==> src/rtl/kei_pkg.sv <==
`default_nettype none
// ----------------------------------------------------------------------------
// kei_pkg: shared types and constants
// Key table sizing, status and probe mode codes, the key record, the probe
// that walks the key cells and the job handed to the interpolation unit.
// ----------------------------------------------------------------------------
package kei_pkg;

	localparam int MAX_KEYS  = 8;
	localparam int KEY_IDX_W = (MAX_KEYS > 1) ? $clog2(MAX_KEYS) : 1;
	localparam int KEY_CNT_W = $clog2(MAX_KEYS + 1);

	localparam logic [16:0] ONE_Q16 = 17'h10000;

	localparam logic KIND_INSERT = 1'b0;
	localparam logic KIND_EVAL   = 1'b1;

	localparam logic [2:0] STATUS_OK      = 3'd0;
	localparam logic [2:0] STATUS_FEW     = 3'd1;
	localparam logic [2:0] STATUS_OUTSIDE = 3'd2;
	localparam logic [2:0] STATUS_STORED  = 3'd3;
	localparam logic [2:0] STATUS_FULL    = 3'd4;

	localparam logic [1:0] MODE_SEG   = 2'd0;
	localparam logic [1:0] MODE_FIRST = 2'd1;
	localparam logic [1:0] MODE_LAST  = 2'd2;

	typedef struct packed {
		logic [16:0]        ktime;
		logic signed [15:0] kval;
		logic [16:0]        kenv;
	} key_t;

	typedef struct packed {
		logic        active;
		logic [1:0]  mode;
		logic        found;
		logic [16:0] qtime;
		key_t        prev;
		key_t        seg0;
		key_t        seg1;
	} probe_t;

	typedef struct packed {
		logic               use_div;
		logic [16:0]        qtime;
		logic [16:0]        t0;
		logic [16:0]        t1;
		logic signed [15:0] v0;
		logic signed [15:0] v1;
		logic [16:0]        e0;
		logic [16:0]        e1;
		logic [15:0]        dev;
	} math_job_t;

endpackage
`default_nettype wire

==> src/rtl/kei_in_if.sv <==
`default_nettype none
// ----------------------------------------------------------------------------
// kei_in_if: request channel
// Valid/ready channel carrying insert and evaluate requests.
// ----------------------------------------------------------------------------
interface kei_in_if;
	logic               valid;
	logic               ready;
	logic               kind;
	logic [16:0]        key_time;
	logic signed [15:0] key_value;
	logic [16:0]        key_envelope;
	logic [16:0]        query_time;
	logic [15:0]        deviation;

	modport source (output valid, kind, key_time, key_value, key_envelope, query_time,
		deviation, input ready);
	modport sink (input valid, kind, key_time, key_value, key_envelope, query_time,
		deviation, output ready);
endinterface
`default_nettype wire

==> src/rtl/kei_out_if.sv <==
`default_nettype none
// ----------------------------------------------------------------------------
// kei_out_if: result channel
// Valid/ready channel carrying one result per request.
// ----------------------------------------------------------------------------
interface kei_out_if;
	logic               valid;
	logic               ready;
	logic signed [15:0] result_value;
	logic [2:0]         status;

	modport source (output valid, result_value, status, input ready);
	modport sink (input valid, result_value, status, output ready);
endinterface
`default_nettype wire

==> src/rtl/kei_cell.sv <==
`default_nettype none
// ----------------------------------------------------------------------------
// kei_cell: one key cell
// Stores one keyframe and registers the probe passing through it, marking
// the segment that ends at this key or the key picked for an end point.
// ----------------------------------------------------------------------------
module kei_cell (
	input  wire                            clk,
	input  wire                            arst_n,
	input  wire  [kei_pkg::KEY_IDX_W-1:0]  idx,
	input  wire  [kei_pkg::KEY_CNT_W-1:0]  count,
	input  wire                            wr,
	input  kei_pkg::key_t                  wkey,
	input  kei_pkg::probe_t                pin,
	output kei_pkg::probe_t                pout
);
	import kei_pkg::*;

	key_t                 key_q;
	probe_t               probe_q;
	probe_t               probe_d;
	logic [KEY_CNT_W-1:0] idx_c;

	assign idx_c = KEY_CNT_W'(idx);

	always_ff @(posedge clk) begin
		if (wr && (count == idx_c)) begin
			key_q <= wkey;
		end
	end

	always_comb begin
		probe_d      = pin;
		probe_d.prev = key_q;
		unique case (pin.mode)
			MODE_FIRST: begin
				if (idx_c == '0) begin
					probe_d.found = 1'b1;
					probe_d.seg0  = key_q;
				end
			end
			MODE_LAST: begin
				if (idx_c == count - KEY_CNT_W'(1)) begin
					probe_d.found = 1'b1;
					probe_d.seg0  = key_q;
				end
			end
			default: begin
				if ((idx_c != '0) && (idx_c < count) && !pin.found &&
					(pin.qtime >= pin.prev.ktime) && (pin.qtime < key_q.ktime)) begin
					probe_d.found = 1'b1;
					probe_d.seg0  = pin.prev;
					probe_d.seg1  = key_q;
				end
			end
		endcase
	end

	always_ff @(posedge clk or negedge arst_n) begin
		if (!arst_n) begin
			probe_q <= '0;
		end else begin
			probe_q <= probe_d;
		end
	end

	assign pout = probe_q;

endmodule
`default_nettype wire

==> src/rtl/kei_math.sv <==
`default_nettype none
// ----------------------------------------------------------------------------
// kei_math: interpolation unit
// Radix-2 divider for the segment fraction, then a shared multiplier for
// envelope lerp, value lerp, envelope times deviation and the final scale.
// ----------------------------------------------------------------------------
module kei_math (
	input  wire                 clk,
	input  wire                 arst_n,
	input  wire                 start,
	input  kei_pkg::math_job_t  job,
	output logic                done,
	output logic signed [15:0]  result_value
);
	import kei_pkg::*;

	localparam logic [2:0] M_IDLE = 3'd0;
	localparam logic [2:0] M_DIV  = 3'd1;
	localparam logic [2:0] M_ENV  = 3'd2;
	localparam logic [2:0] M_VAL  = 3'd3;
	localparam logic [2:0] M_FAC  = 3'd4;
	localparam logic [2:0] M_RES  = 3'd5;
	localparam logic [2:0] M_SAT  = 3'd6;

	logic [2:0]         mst_q;
	math_job_t          job_q;
	logic [16:0]        rem_q;
	logic [15:0]        alpha_q;
	logic [3:0]         step_q;
	logic signed [37:0] prod_q;
	logic signed [18:0] env_q;
	logic signed [18:0] val_q;

	logic [16:0]        den;
	logic [17:0]        r2;
	logic [17:0]        r2_sub;
	logic               ge;
	logic signed [18:0] mul_a;
	logic signed [18:0] mul_b;
	logic signed [37:0] mul_p;
	logic signed [21:0] tz;
	logic signed [18:0] env_d;
	logic signed [18:0] val_d;

	function automatic logic signed [21:0] trunc_q16(input logic signed [37:0] p);
		logic signed [37:0] adj;
		adj = p + (p[37] ? 38'sd65535 : 38'sd0);
		return adj[37:16];
	endfunction

	assign den    = job_q.t1 - job_q.t0;
	assign r2     = {rem_q, 1'b0};
	assign r2_sub = r2 - {1'b0, den};
	assign ge     = (r2 >= {1'b0, den});

	always_comb begin
		mul_a = '0;
		mul_b = '0;
		unique case (mst_q)
			M_ENV: begin
				mul_a = $signed({2'b00, job_q.e1}) - $signed({2'b00, job_q.e0});
				mul_b = $signed({3'b000, alpha_q});
			end
			M_VAL: begin
				mul_a = $signed({{3{job_q.v1[15]}}, job_q.v1}) -
					$signed({{3{job_q.v0[15]}}, job_q.v0});
				mul_b = $signed({3'b000, alpha_q});
			end
			M_FAC: begin
				mul_a = env_q[18] ? 19'sd0 : env_q;
				mul_b = $signed({3'b000, job_q.dev});
			end
			M_RES: begin
				mul_a = val_q;
				mul_b = $signed({2'b00, prod_q[32:16]});
			end
			default: begin
				mul_a = '0;
				mul_b = '0;
			end
		endcase
	end

	assign mul_p = mul_a * mul_b;
	assign tz    = trunc_q16(prod_q);
	assign env_d = $signed({2'b00, job_q.e0}) + tz[18:0];
	assign val_d = $signed({{3{job_q.v0[15]}}, job_q.v0}) + tz[18:0];

	always_ff @(posedge clk or negedge arst_n) begin
		if (!arst_n) begin
			mst_q <= M_IDLE;
		end else begin
			unique case (mst_q)
				M_IDLE: if (start) mst_q <= job.use_div ? M_DIV : M_ENV;
				M_DIV:  if (step_q == '0) mst_q <= M_ENV;
				M_ENV:  mst_q <= M_VAL;
				M_VAL:  mst_q <= M_FAC;
				M_FAC:  mst_q <= M_RES;
				M_RES:  mst_q <= M_SAT;
				default: mst_q <= M_IDLE;
			endcase
		end
	end

	always_ff @(posedge clk) begin
		unique case (mst_q)
			M_IDLE: begin
				if (start) begin
					job_q   <= job;
					rem_q   <= job.qtime - job.t0;
					alpha_q <= '0;
					step_q  <= 4'd15;
				end
			end
			M_DIV: begin
				rem_q   <= ge ? r2_sub[16:0] : r2[16:0];
				alpha_q <= {alpha_q[14:0], ge};
				step_q  <= step_q - 4'd1;
			end
			M_ENV: begin
				prod_q <= mul_p;
			end
			M_VAL: begin
				env_q  <= env_d;
				prod_q <= mul_p;
			end
			M_FAC: begin
				val_q  <= val_d;
				prod_q <= mul_p;
			end
			M_RES: begin
				prod_q <= mul_p;
			end
			default: begin
			end
		endcase
	end

	always_comb begin
		done = (mst_q == M_SAT);
		if (tz > 22'sd32767) begin
			result_value = 16'sh7FFF;
		end else if (tz < -22'sd32768) begin
			result_value = 16'sh8000;
		end else begin
			result_value = tz[15:0];
		end
	end

endmodule
`default_nettype wire

==> src/rtl/keyframe_envelope_interpolator.sv <==
`default_nettype none
// ----------------------------------------------------------------------------
// keyframe_envelope_interpolator: keyframe table with envelope interpolation
// Stores up to MAX_KEYS keyframes in a row of key cells and evaluates the
// piecewise linear curve, scaled by envelope and deviation, on request.
//
// Channels: item (sink) takes insert and evaluate requests, result (source)
// returns one result per request. Both are valid/ready; a transfer happens
// when valid and ready are high at a rising edge.
// An insert returns its status through the done state and the output
// register. An evaluate sends a probe down the key cells, one cell per cycle,
// then runs a radix-2 divide for the segment fraction and four multiplies
// on one shared multiplier. End points (time 0 and 1.0) skip the divide.
// One request is in flight at a time; item.ready is high while the block
// is idle. The result sits in an output register, so the next request is
// taken while that result waits; a stalled receiver holds the result and,
// once a second one is finished, holds off further requests.
// Reset empties the table (key count zero), clears result valid and returns to idle.
// ----------------------------------------------------------------------------
module keyframe_envelope_interpolator (
	input wire         clk,
	input wire         arst_n,
	kei_in_if.sink     item,
	kei_out_if.source  result
);
	import kei_pkg::*;

	localparam logic [1:0] S_IDLE = 2'd0;
	localparam logic [1:0] S_SCAN = 2'd1;
	localparam logic [1:0] S_MATH = 2'd2;
	localparam logic [1:0] S_DONE = 2'd3;

	logic [1:0]           state_q;
	logic [KEY_CNT_W-1:0] count_q;
	logic [15:0]          dev_q;
	probe_t               launch_q;
	logic signed [15:0]   pend_val_q;
	logic [2:0]           pend_status_q;
	logic                 out_valid_q;
	logic signed [15:0]   out_val_q;
	logic [2:0]           out_status_q;

	probe_t               chain [MAX_KEYS+1];
	logic [MAX_KEYS:0]    probe_act;
	probe_t               exit_p;
	key_t                 wkey;
	probe_t               launch_d;
	logic                 accept;
	logic                 ins_wr;
	logic                 full;
	logic                 no_seg;
	logic                 math_start;
	math_job_t            math_job;
	logic                 math_done;
	logic signed [15:0]   math_val;
	logic                 out_load;

	assign item.ready = (state_q == S_IDLE);
	assign accept     = item.valid && item.ready;
	assign full       = (count_q >= KEY_CNT_W'(MAX_KEYS));
	assign ins_wr     = accept && (item.kind == KIND_INSERT) && !full;

	assign wkey.ktime = item.key_time;
	assign wkey.kval  = item.key_value;
	assign wkey.kenv  = item.key_envelope;

	always_comb begin
		launch_d        = '0;
		launch_d.active = accept && (item.kind == KIND_EVAL) && (count_q >= KEY_CNT_W'(2));
		launch_d.qtime  = item.query_time;
		if (item.query_time == '0) begin
			launch_d.mode = MODE_FIRST;
		end else if (item.query_time == ONE_Q16) begin
			launch_d.mode = MODE_LAST;
		end else begin
			launch_d.mode = MODE_SEG;
		end
	end

	always_ff @(posedge clk or negedge arst_n) begin
		if (!arst_n) begin
			launch_q <= '0;
		end else begin
			launch_q <= launch_d;
		end
	end

	assign chain[0] = launch_q;

	for (genvar i = 0; i < MAX_KEYS; i++) begin : g_cell
		kei_cell u_cell (
			.clk    (clk),
			.arst_n (arst_n),
			.idx    (KEY_IDX_W'(i)),
			.count  (count_q),
			.wr     (ins_wr),
			.wkey   (wkey),
			.pin    (chain[i]),
			.pout   (chain[i+1])
		);
	end

	for (genvar i = 0; i <= MAX_KEYS; i++) begin : g_act
		assign probe_act[i] = chain[i].active;
	end

	assign exit_p     = chain[MAX_KEYS];
	assign no_seg     = (exit_p.mode == MODE_SEG) && !exit_p.found;
	assign math_start = (state_q == S_SCAN) && exit_p.active && !no_seg;

	assign math_job.use_div = (exit_p.mode == MODE_SEG);
	assign math_job.qtime   = exit_p.qtime;
	assign math_job.t0      = exit_p.seg0.ktime;
	assign math_job.t1      = exit_p.seg1.ktime;
	assign math_job.v0      = exit_p.seg0.kval;
	assign math_job.v1      = exit_p.seg1.kval;
	assign math_job.e0      = exit_p.seg0.kenv;
	assign math_job.e1      = exit_p.seg1.kenv;
	assign math_job.dev     = dev_q;

	kei_math u_math (
		.clk          (clk),
		.arst_n       (arst_n),
		.start        (math_start),
		.job          (math_job),
		.done         (math_done),
		.result_value (math_val)
	);

	assign out_load = (state_q == S_DONE) && (!out_valid_q || result.ready);

	always_ff @(posedge clk or negedge arst_n) begin
		if (!arst_n) begin
			state_q     <= S_IDLE;
			count_q     <= '0;
			out_valid_q <= 1'b0;
		end else begin
			unique case (state_q)
				S_IDLE: begin
					if (accept) begin
						if (item.kind == KIND_INSERT) begin
							state_q <= S_DONE;
							if (!full) count_q <= count_q + KEY_CNT_W'(1);
						end else if (count_q < KEY_CNT_W'(2)) begin
							state_q <= S_DONE;
						end else begin
							state_q <= S_SCAN;
						end
					end
				end
				S_SCAN: begin
					if (exit_p.active) state_q <= no_seg ? S_DONE : S_MATH;
				end
				S_MATH: begin
					if (math_done) state_q <= S_DONE;
				end
				default: begin
					if (out_load) state_q <= S_IDLE;
				end
			endcase
			if (out_load) begin
				out_valid_q <= 1'b1;
			end else if (result.ready) begin
				out_valid_q <= 1'b0;
			end
		end
	end

	always_ff @(posedge clk) begin
		if (accept) begin
			dev_q      <= item.deviation;
			pend_val_q <= '0;
			if (item.kind == KIND_INSERT) begin
				pend_status_q <= full ? STATUS_FULL : STATUS_STORED;
			end else begin
				pend_status_q <= STATUS_FEW;
			end
		end else if ((state_q == S_SCAN) && exit_p.active && no_seg) begin
			pend_val_q    <= '0;
			pend_status_q <= STATUS_OUTSIDE;
		end else if ((state_q == S_MATH) && math_done) begin
			pend_val_q    <= math_val;
			pend_status_q <= STATUS_OK;
		end
		if (out_load) begin
			out_val_q    <= pend_val_q;
			out_status_q <= pend_status_q;
		end
	end

	assign result.valid        = out_valid_q;
	assign result.result_value = out_val_q;
	assign result.status       = out_status_q;

	a_count_bound: assert property (@(posedge clk) disable iff (!arst_n)
		count_q <= KEY_CNT_W'(MAX_KEYS))
		else $error("key count above table size");

	a_one_probe: assert property (@(posedge clk) disable iff (!arst_n)
		$countones(probe_act) <= 1)
		else $error("more than one probe in the key cells");

	a_exit_in_scan: assert property (@(posedge clk) disable iff (!arst_n)
		exit_p.active |-> state_q == S_SCAN)
		else $error("probe left the cells outside the scan");

	a_done_in_math: assert property (@(posedge clk) disable iff (!arst_n)
		math_done |-> state_q == S_MATH)
		else $error("interpolation finished with no evaluate pending");

	a_accept_busy: assert property (@(posedge clk) disable iff (!arst_n)
		accept |=> state_q != S_IDLE)
		else $error("request accepted without leaving idle");

endmodule
`default_nettype wire
==> src/flat_wrapper.sv <==
// flat-port wrapper written by rule: the top's interface ports become plain ports
module keyframe_envelope_interpolator_flat import kei_pkg::*;
  (clk, arst_n, item_valid, item_kind, item_key_time, item_key_value, item_key_envelope, item_query_time, item_deviation, item_ready, result_valid, result_result_value, result_status, result_ready);
  kei_in_if item_i ();
  kei_out_if result_i ();
  input wire clk;
  input wire arst_n;
  input wire logic [$bits(item_i.valid)-1:0] item_valid;
  input wire logic [$bits(item_i.kind)-1:0] item_kind;
  input wire logic [$bits(item_i.key_time)-1:0] item_key_time;
  input wire logic [$bits(item_i.key_value)-1:0] item_key_value;
  input wire logic [$bits(item_i.key_envelope)-1:0] item_key_envelope;
  input wire logic [$bits(item_i.query_time)-1:0] item_query_time;
  input wire logic [$bits(item_i.deviation)-1:0] item_deviation;
  output wire logic [$bits(item_i.ready)-1:0] item_ready;
  output wire logic [$bits(result_i.valid)-1:0] result_valid;
  output wire logic [$bits(result_i.result_value)-1:0] result_result_value;
  output wire logic [$bits(result_i.status)-1:0] result_status;
  input wire logic [$bits(result_i.ready)-1:0] result_ready;
  assign item_i.valid = item_valid;
  assign item_i.kind = item_kind;
  assign item_i.key_time = item_key_time;
  assign item_i.key_value = item_key_value;
  assign item_i.key_envelope = item_key_envelope;
  assign item_i.query_time = item_query_time;
  assign item_i.deviation = item_deviation;
  assign item_ready = item_i.ready;
  assign result_valid = result_i.valid;
  assign result_result_value = result_i.result_value;
  assign result_status = result_i.status;
  assign result_i.ready = result_ready;
  keyframe_envelope_interpolator u_core (.clk(clk), .arst_n(arst_n), .item(item_i), .result(result_i));
endmodule
==> config.mk <==
export PLATFORM = sky130hd
export DESIGN_NAME = keyframe_envelope_interpolator_flat
export DESIGN_NICKNAME = d
export VERILOG_FILES = /design/src/rtl/kei_pkg.sv /design/src/rtl/kei_in_if.sv /design/src/rtl/kei_out_if.sv /design/src/rtl/kei_cell.sv /design/src/rtl/kei_math.sv /design/src/rtl/keyframe_envelope_interpolator.sv /design/src/flat_wrapper.sv
export SDC_FILE = /design/constraint.sdc
export NUM_CORES = 2
export LEC_CHECK = 0
export BUFFER_PORTS_ARGS = -buffer_cell sky130_fd_sc_hd__buf_2
export CAP_MARGIN = 10
export CORE_ASPECT_RATIO = 1.4
export CORE_MARGIN = 1.5
export CORE_UTILIZATION = 60
export CTS_CLUSTER_DIAMETER = 100
export DETAILED_ROUTE_END_ITERATION = 12
export PLACE_DENSITY = 0.87
export SLEW_MARGIN = 30
export SYNTH_ARGS = -nofsm -noshare
export SYNTH_HDL_FRONTEND = slang
export SYNTH_SLANG_ARGS = --single-unit
==> constraint.sdc <==
create_clock -name clk -period 30.8 [get_ports clk]
set_input_delay 9.24 -clock clk [delete_from_list [all_inputs] [get_ports clk]]
set_output_delay 9.24 -clock clk [all_outputs]
set_load 0.005 [all_outputs]
== After elaboration in Yosys (flattened, before gate mapping) ==
Cells that the tools add are included.
Operators by class
  reductions and logical operators: 78
  bitwise logic cells: 2
  multiplexer cells: 87
  $mul: 1
  add/subtract/negate cells: 11
  magnitude comparators: 27
  equal/unequal tests: 45
Operator list (count)
  $pmux W50 S2: 8
  $mux W50: 15
  $mux W100: 7
  $ge A17 B17 Y1: 7
  $lt A17 B17 Y1: 7
  $pmux W19 S4: 1
  $mux W16: 4
  $pmux W17 S3: 1
  $sub A17 B17 Y17: 3
  $logic_and A1 B1 Y1: 40
  $add A38 B17 Y38: 1
  $mul A19 B18 Y37: 1
  $mux W17: 2
  $pmux W17 S2: 1
  $pmux W16 S2: 1
  $gt A22 B16 Y1 const B: 1
  $lt A22 B16 Y1 const B: 1
  $mux W3: 7
  $eq A2 B2 Y1 const B: 10
  $add A17 B19 Y19: 1
  $add A19 B19 Y19: 1
  $eq A2 B1 Y1 const B: 9
  $ge A18 B17 Y1: 1
  $mux W1: 18
  43 further kinds: 103
Storage, ports and cells
  output and inout bits: 21
  input port bits: 88
  flip-flop bits (word level): 1981
  logic and storage cells: 398

== Depth between registers and ports, before layout ==
  depth in word-level cells: 6
  depth in mapped cells: 36
  mapped depth without buffers: 35

== Cells and area by module ==
From an unflattened synthesis, not the netlist that was laid out.
Second synthesis, totals
  cell total of the unflattened synthesis: 9312
  area total of the unflattened synthesis: 112754.4 um^2
By module, submodules not included
  kei_cell: instances 8, cells an instance 790, area each 10385.0 um^2, seq. area each 5780.5 um^2
  kei_math: instances 1, cells an instance 2797, area each 26940.8 um^2, seq. area each 6921.6 um^2
  keyframe_envelope_interpolator: instances 1, cells an instance 195, area each 2733.9 um^2, seq. area each 2137.0 um^2

== Worst setup path before layout ==
OpenSTA, ideal clock, no wires.
  kind: in2reg
  from: input port item_kind
  to: register u_core.g_cell[4].u_cell.key_q[0] in the netlist's numbering, enable pin
  stages on the path: 1
  required time: 30.213 ns
  arrival: 14.178 ns
  setup time: 0.587 ns
  path slack: 16.035 ns
  buffers on the path: 0
  cell sequence: nor4_1
On the way
  longest elaborated chain between the ends: 4
RTL lines
  from (decl): RTL line flat_wrapper.sv:9  | input wire logic [$bits(item_i.kind)-1:0] item_kind;
  $not A1 Y1
  $logic_and A1 B1 Y1 (2 in a row): RTL line keyframe_envelope_interpolator.sv:61  | assign ins_wr = accept && (item.kind == KIND_INSERT) && !full;
  $logic_and A1 B1 Y1: RTL line kei_cell.sv:27  | if (wr && (count == idx_c)) begin
  to (signal assigned): RTL line kei_cell.sv:28  | key_q <= wkey;
  to (decl): RTL line kei_cell.sv:19  | key_t key_q;
Every way passes these cells.
A chain may end at the register's enable or synchronous reset.

==> summary.md <==
| Metric | Value |
|---|---|
| TritonRoute pass-1 iters | `8` |
| Worst path bufs/invs | `6` |
| Setup Fix Bufs, Post-CTS | `0` |
| Total GRT Usage | `29.44%` |
| Via density | `6.236` |
| Routed vias | `59480` |
| Post-synth top area share | `35.07%` |
| DIE AREA | `156700 um2` |
| Worst hold path class | `flip-flop to flip-flop` |
| LEAKAGE | `47.34 nW` |
| Clk slew on worst S/H paths | `0.06 ns` |
| Hold-fix buffers, CTS | `0` |
| Asr flop ratio synth | `65.56%` |
| Status | `completed` |
| Final core occ | `66.29%` |
| Final Power | `8.724 mW` |
| Critical-path top delay cell | `buf_4` |
| Crit-path max FO | `124` |
| Worst path cell trace | `buf_12 > buf_6 > buf_4 > buf_12 > buf_16 > buf_6` |
| Crit end category | `async pin` |
| Setup_tns | `0 ns` |
| CTS tree | `done` |
| Final Max Slew Viols | `0` |
| Critical Path AT | `12.60 ns` |
| CTS max path bufs | `3` |
| Worst stage delay on the critical path | `0.76 ns` |
| Beginning of the worst hold path | `u_core.chain[1527]` |
| Type of origin of the critical path | `input port` |
| Final worst-path cycle share | `38.25%` |
| Post-synth top flop | `dfrtp_1` |
| Sequential share of the synthesized area | `57.01%` |
| Seq cells post-synth | `1980` |
| 1st-iter DRT viols | `5406` |
| Post-DP Area | `95370 um2` |
| Yosys warning count | `0` |
| Max IR drop VDD | `0.06960 mV` |
| CTS buffer count | `175` |
| # DRC | `0` |
| Post-Syn Area per Cell | `12.73 um2` |
| Min-Delay Path Depth | `0` |
| Hold violation total from the final report | `0` |
| Global-route wire length before repair | `358000 um` |
| Detail-routed net length per standard cell | `23.93 um` |
| Critical Path RT | `31.62 ns` |
| DRT Wirelength | `228200 um` |
| Post-Syn Nets | `8173` |
| Antenna violations before repair | `5` |
| Post-synthesis cell type with the largest combined area | `dfrtp_1` |
| Worst-Skew Late Latency | `0.84 ns` |
| I/O Buffers | `108` |
| FF-to-FF End | `u_core.u_math.prod_q[34]` |
| Core area | `153400 um2` |
| CTS sink cnt | `1980` |
| Adder-Cell Fraction of Synth Area | `13.66%` |
| Most frequent cells in the layout | `dfrtp_1 (1298), inv_1 (775), edfxtp_1 (666)` |
| Slew HR | `27.50%` |
| Xor/xnor share of the synthesized area | `1.381%` |
| Compound-Gate Fraction of Synth Area | `11.22%` |
| Number of global-route vias before repair | `63590` |
| Root buffer cell | `clkbuf_16` |
| Synth area leaders | `dfrtp_1 (35%), edfxtp_1 (22%), fa_1 (7.1%)` |
| # Max-Cap Violations | `0` |
| RePlAce Congestion | `0.9769` |
| Unrepaired setup endpoints after global routing | `false` |
| HPWL Detailed | `155400 um` |
| Final Net Count | `8215` |
| Die height | `467.9 um` |
| Simple-gate share of the synthesized area | `5.873%` |
| Critical path's top delay family | `buffers and inverters` |
| Antenna Nets Post-Route | `0` |
| Worst Tran Pin Value | `1.079 ns` |
| # setup viols final | `0` |
| Post-Syn Area | `92610 um2` |
| Mapped Cells | `7275` |
| Hold path endpoint | `u_core.g_cell[0].u_cell.pout[159]` |
| Largest net degree at the start of global routing | `200` |
| Rows | `170` |
| Total gr overflow | `0` |
| Fill cells | `10090` |
| Share of cells above drive strength 1 | `10.66%` |
| Io pins | `109` |
| Reg-to-Reg Start | `u_core.u_math.job_q[66]` |
| P&R area growth vs syn | `9.772%` |
| Most common cell after layout, fill and taps aside | `dfrtp_1` |
| Largest family of logic cells by synthesized area | `adder cells` |
| Initial Utilization | `60.39%` |
| EDFF count, synth | `666` |
| Post-synth cell types | `94` |
| # H-tree levels | `4` |
| Fmax achieved | `84.88 MHz` |
| Final Skew | `0.06990 ns` |
| Resize count post-CTS | `0` |
| PwrDens | `85.82 nW/um2` |
| Die width | `335.0 um` |
| Reg2Reg Depth | `31` |
| Critical path class | `input port to async pin` |
| Crit path time final | `11.78 ns` |
| FF-to-FF setup slack | `20.82 ns` |
| Post-synthesis mux area share | `6.168%` |
| Post-Layout Inst Area | `101700 um2` |
worst max path at each step:
stage / startpoint / end / slack [ns] / cells after the start
after floorplan: item_kind / u_core.g_cell[4].u_cell.key_q[0] / 16.04 / 1
after global placement: arst_n / u_core.g_cell[6].u_cell.pout[110] / 17.29 / 5
after detailed placement: arst_n / u_core.g_cell[6].u_cell.pout[27] / 17.36 / 5
after CTS: arst_n / u_core.g_cell[7].u_cell.pout[59] / 18.18 / 5
after global routing: arst_n / u_core.g_cell[7].u_cell.pout[59] / 18.43 / 6
final: arst_n / u_core.g_cell[7].u_cell.pout[59] / 19.02 / 6
flip-flops by register name, summed over array words and instances, names as in the netlist, 17 cells and up:
| signal | count |
|---|---|
| u_core.u_math.job_q | 116 |
| u_core.g_cell.u_cell.key_q | 400 |
| u_core.u_math.prod_q | 37 |
| u_core.u_math.rem_q | 17 |
| u_core.u_math.env_q | 19 |
| u_core.chain | 20 |
| u_core.g_cell.u_cell.pout | 1268 |
| u_core.u_math.val_q | 19 |
metal layers:
layer	global-route usage (%)	wire length (um)
met1	34.03	83300
met2	52.50	119000
met3	4.097	12300
met4	16.68	13660
met5	0	11
through the flow:
step / hold WS, ns / worst slack (ns) / std cells
5_1_grt: 0.3571 / 18.43 / 9537
4_1_cts: 0.3482 / 18.18 / 9530
3_5_place_dp: 0.3347 / 17.36 / 9201
6_report: 0.3463 / 19.02 / 9539
2_1_floorplan: 0.3312 / 16.04 / 7275
3_3_place_gp: 0.3322 / 17.29 / 9199
Yosys cell counts (16+ instances only):
cell type	count
dfrtp_1	1298
inv_1	775
edfxtp_1	666
ha_1	483
a21oi_1	473
a221oi_1	350
fa_1	327
mux2i_1	322
nand2_1	313
nor2_1	303
clkbuf_1	260
o21ai_0	240
mux2_2	202
a21o_1	116
xnor2_1	110
nand3_1	99
and3_1	78
and2_1	75
a31oi_1	60
o21a_1	60
buf_2	55
nand4_1	48
nor3_1	48
nand2b_1	42
nor2b_1	40
xor2_1	36
or2_2	30
o21ai_1	28
o211ai_1	25
o21bai_1	24
mux2_1	19
a211oi_1	16
dfxtp_1	16
cells by family after synthesis:
group / after synthesis
buffers and inverters: 1118
multiplexers: 543
AND/OR/NAND/NOR: 1134
adder cells (fa/ha/maj): 816
XOR/XNOR: 146
AO/OA/AOI/OAI: 1538
flip-flops: 1980
power by group:
part           switching [mW]  internal, mW
clock network            1.01          1.30
registers               0.276          3.28
logic                    1.77          1.08
area by class of cell:
class | count | area [um2] | share of cell area, %
flip-flops and latches | 1980 | 52800 | 51.94
multi-input cells | 4177 | 35790 | 35.20
clock buffers | 227 | 4788 | 4.710
inverters | 776 | 2913 | 2.865
well taps | 2064 | 2582 | 2.540
repair buffers | 207 | 1420 | 1.397
clock inverters | 102 | 1353 | 1.330
diodes | 6 | 15.01 | 0.01477
(Power assumes the default switching activity.)
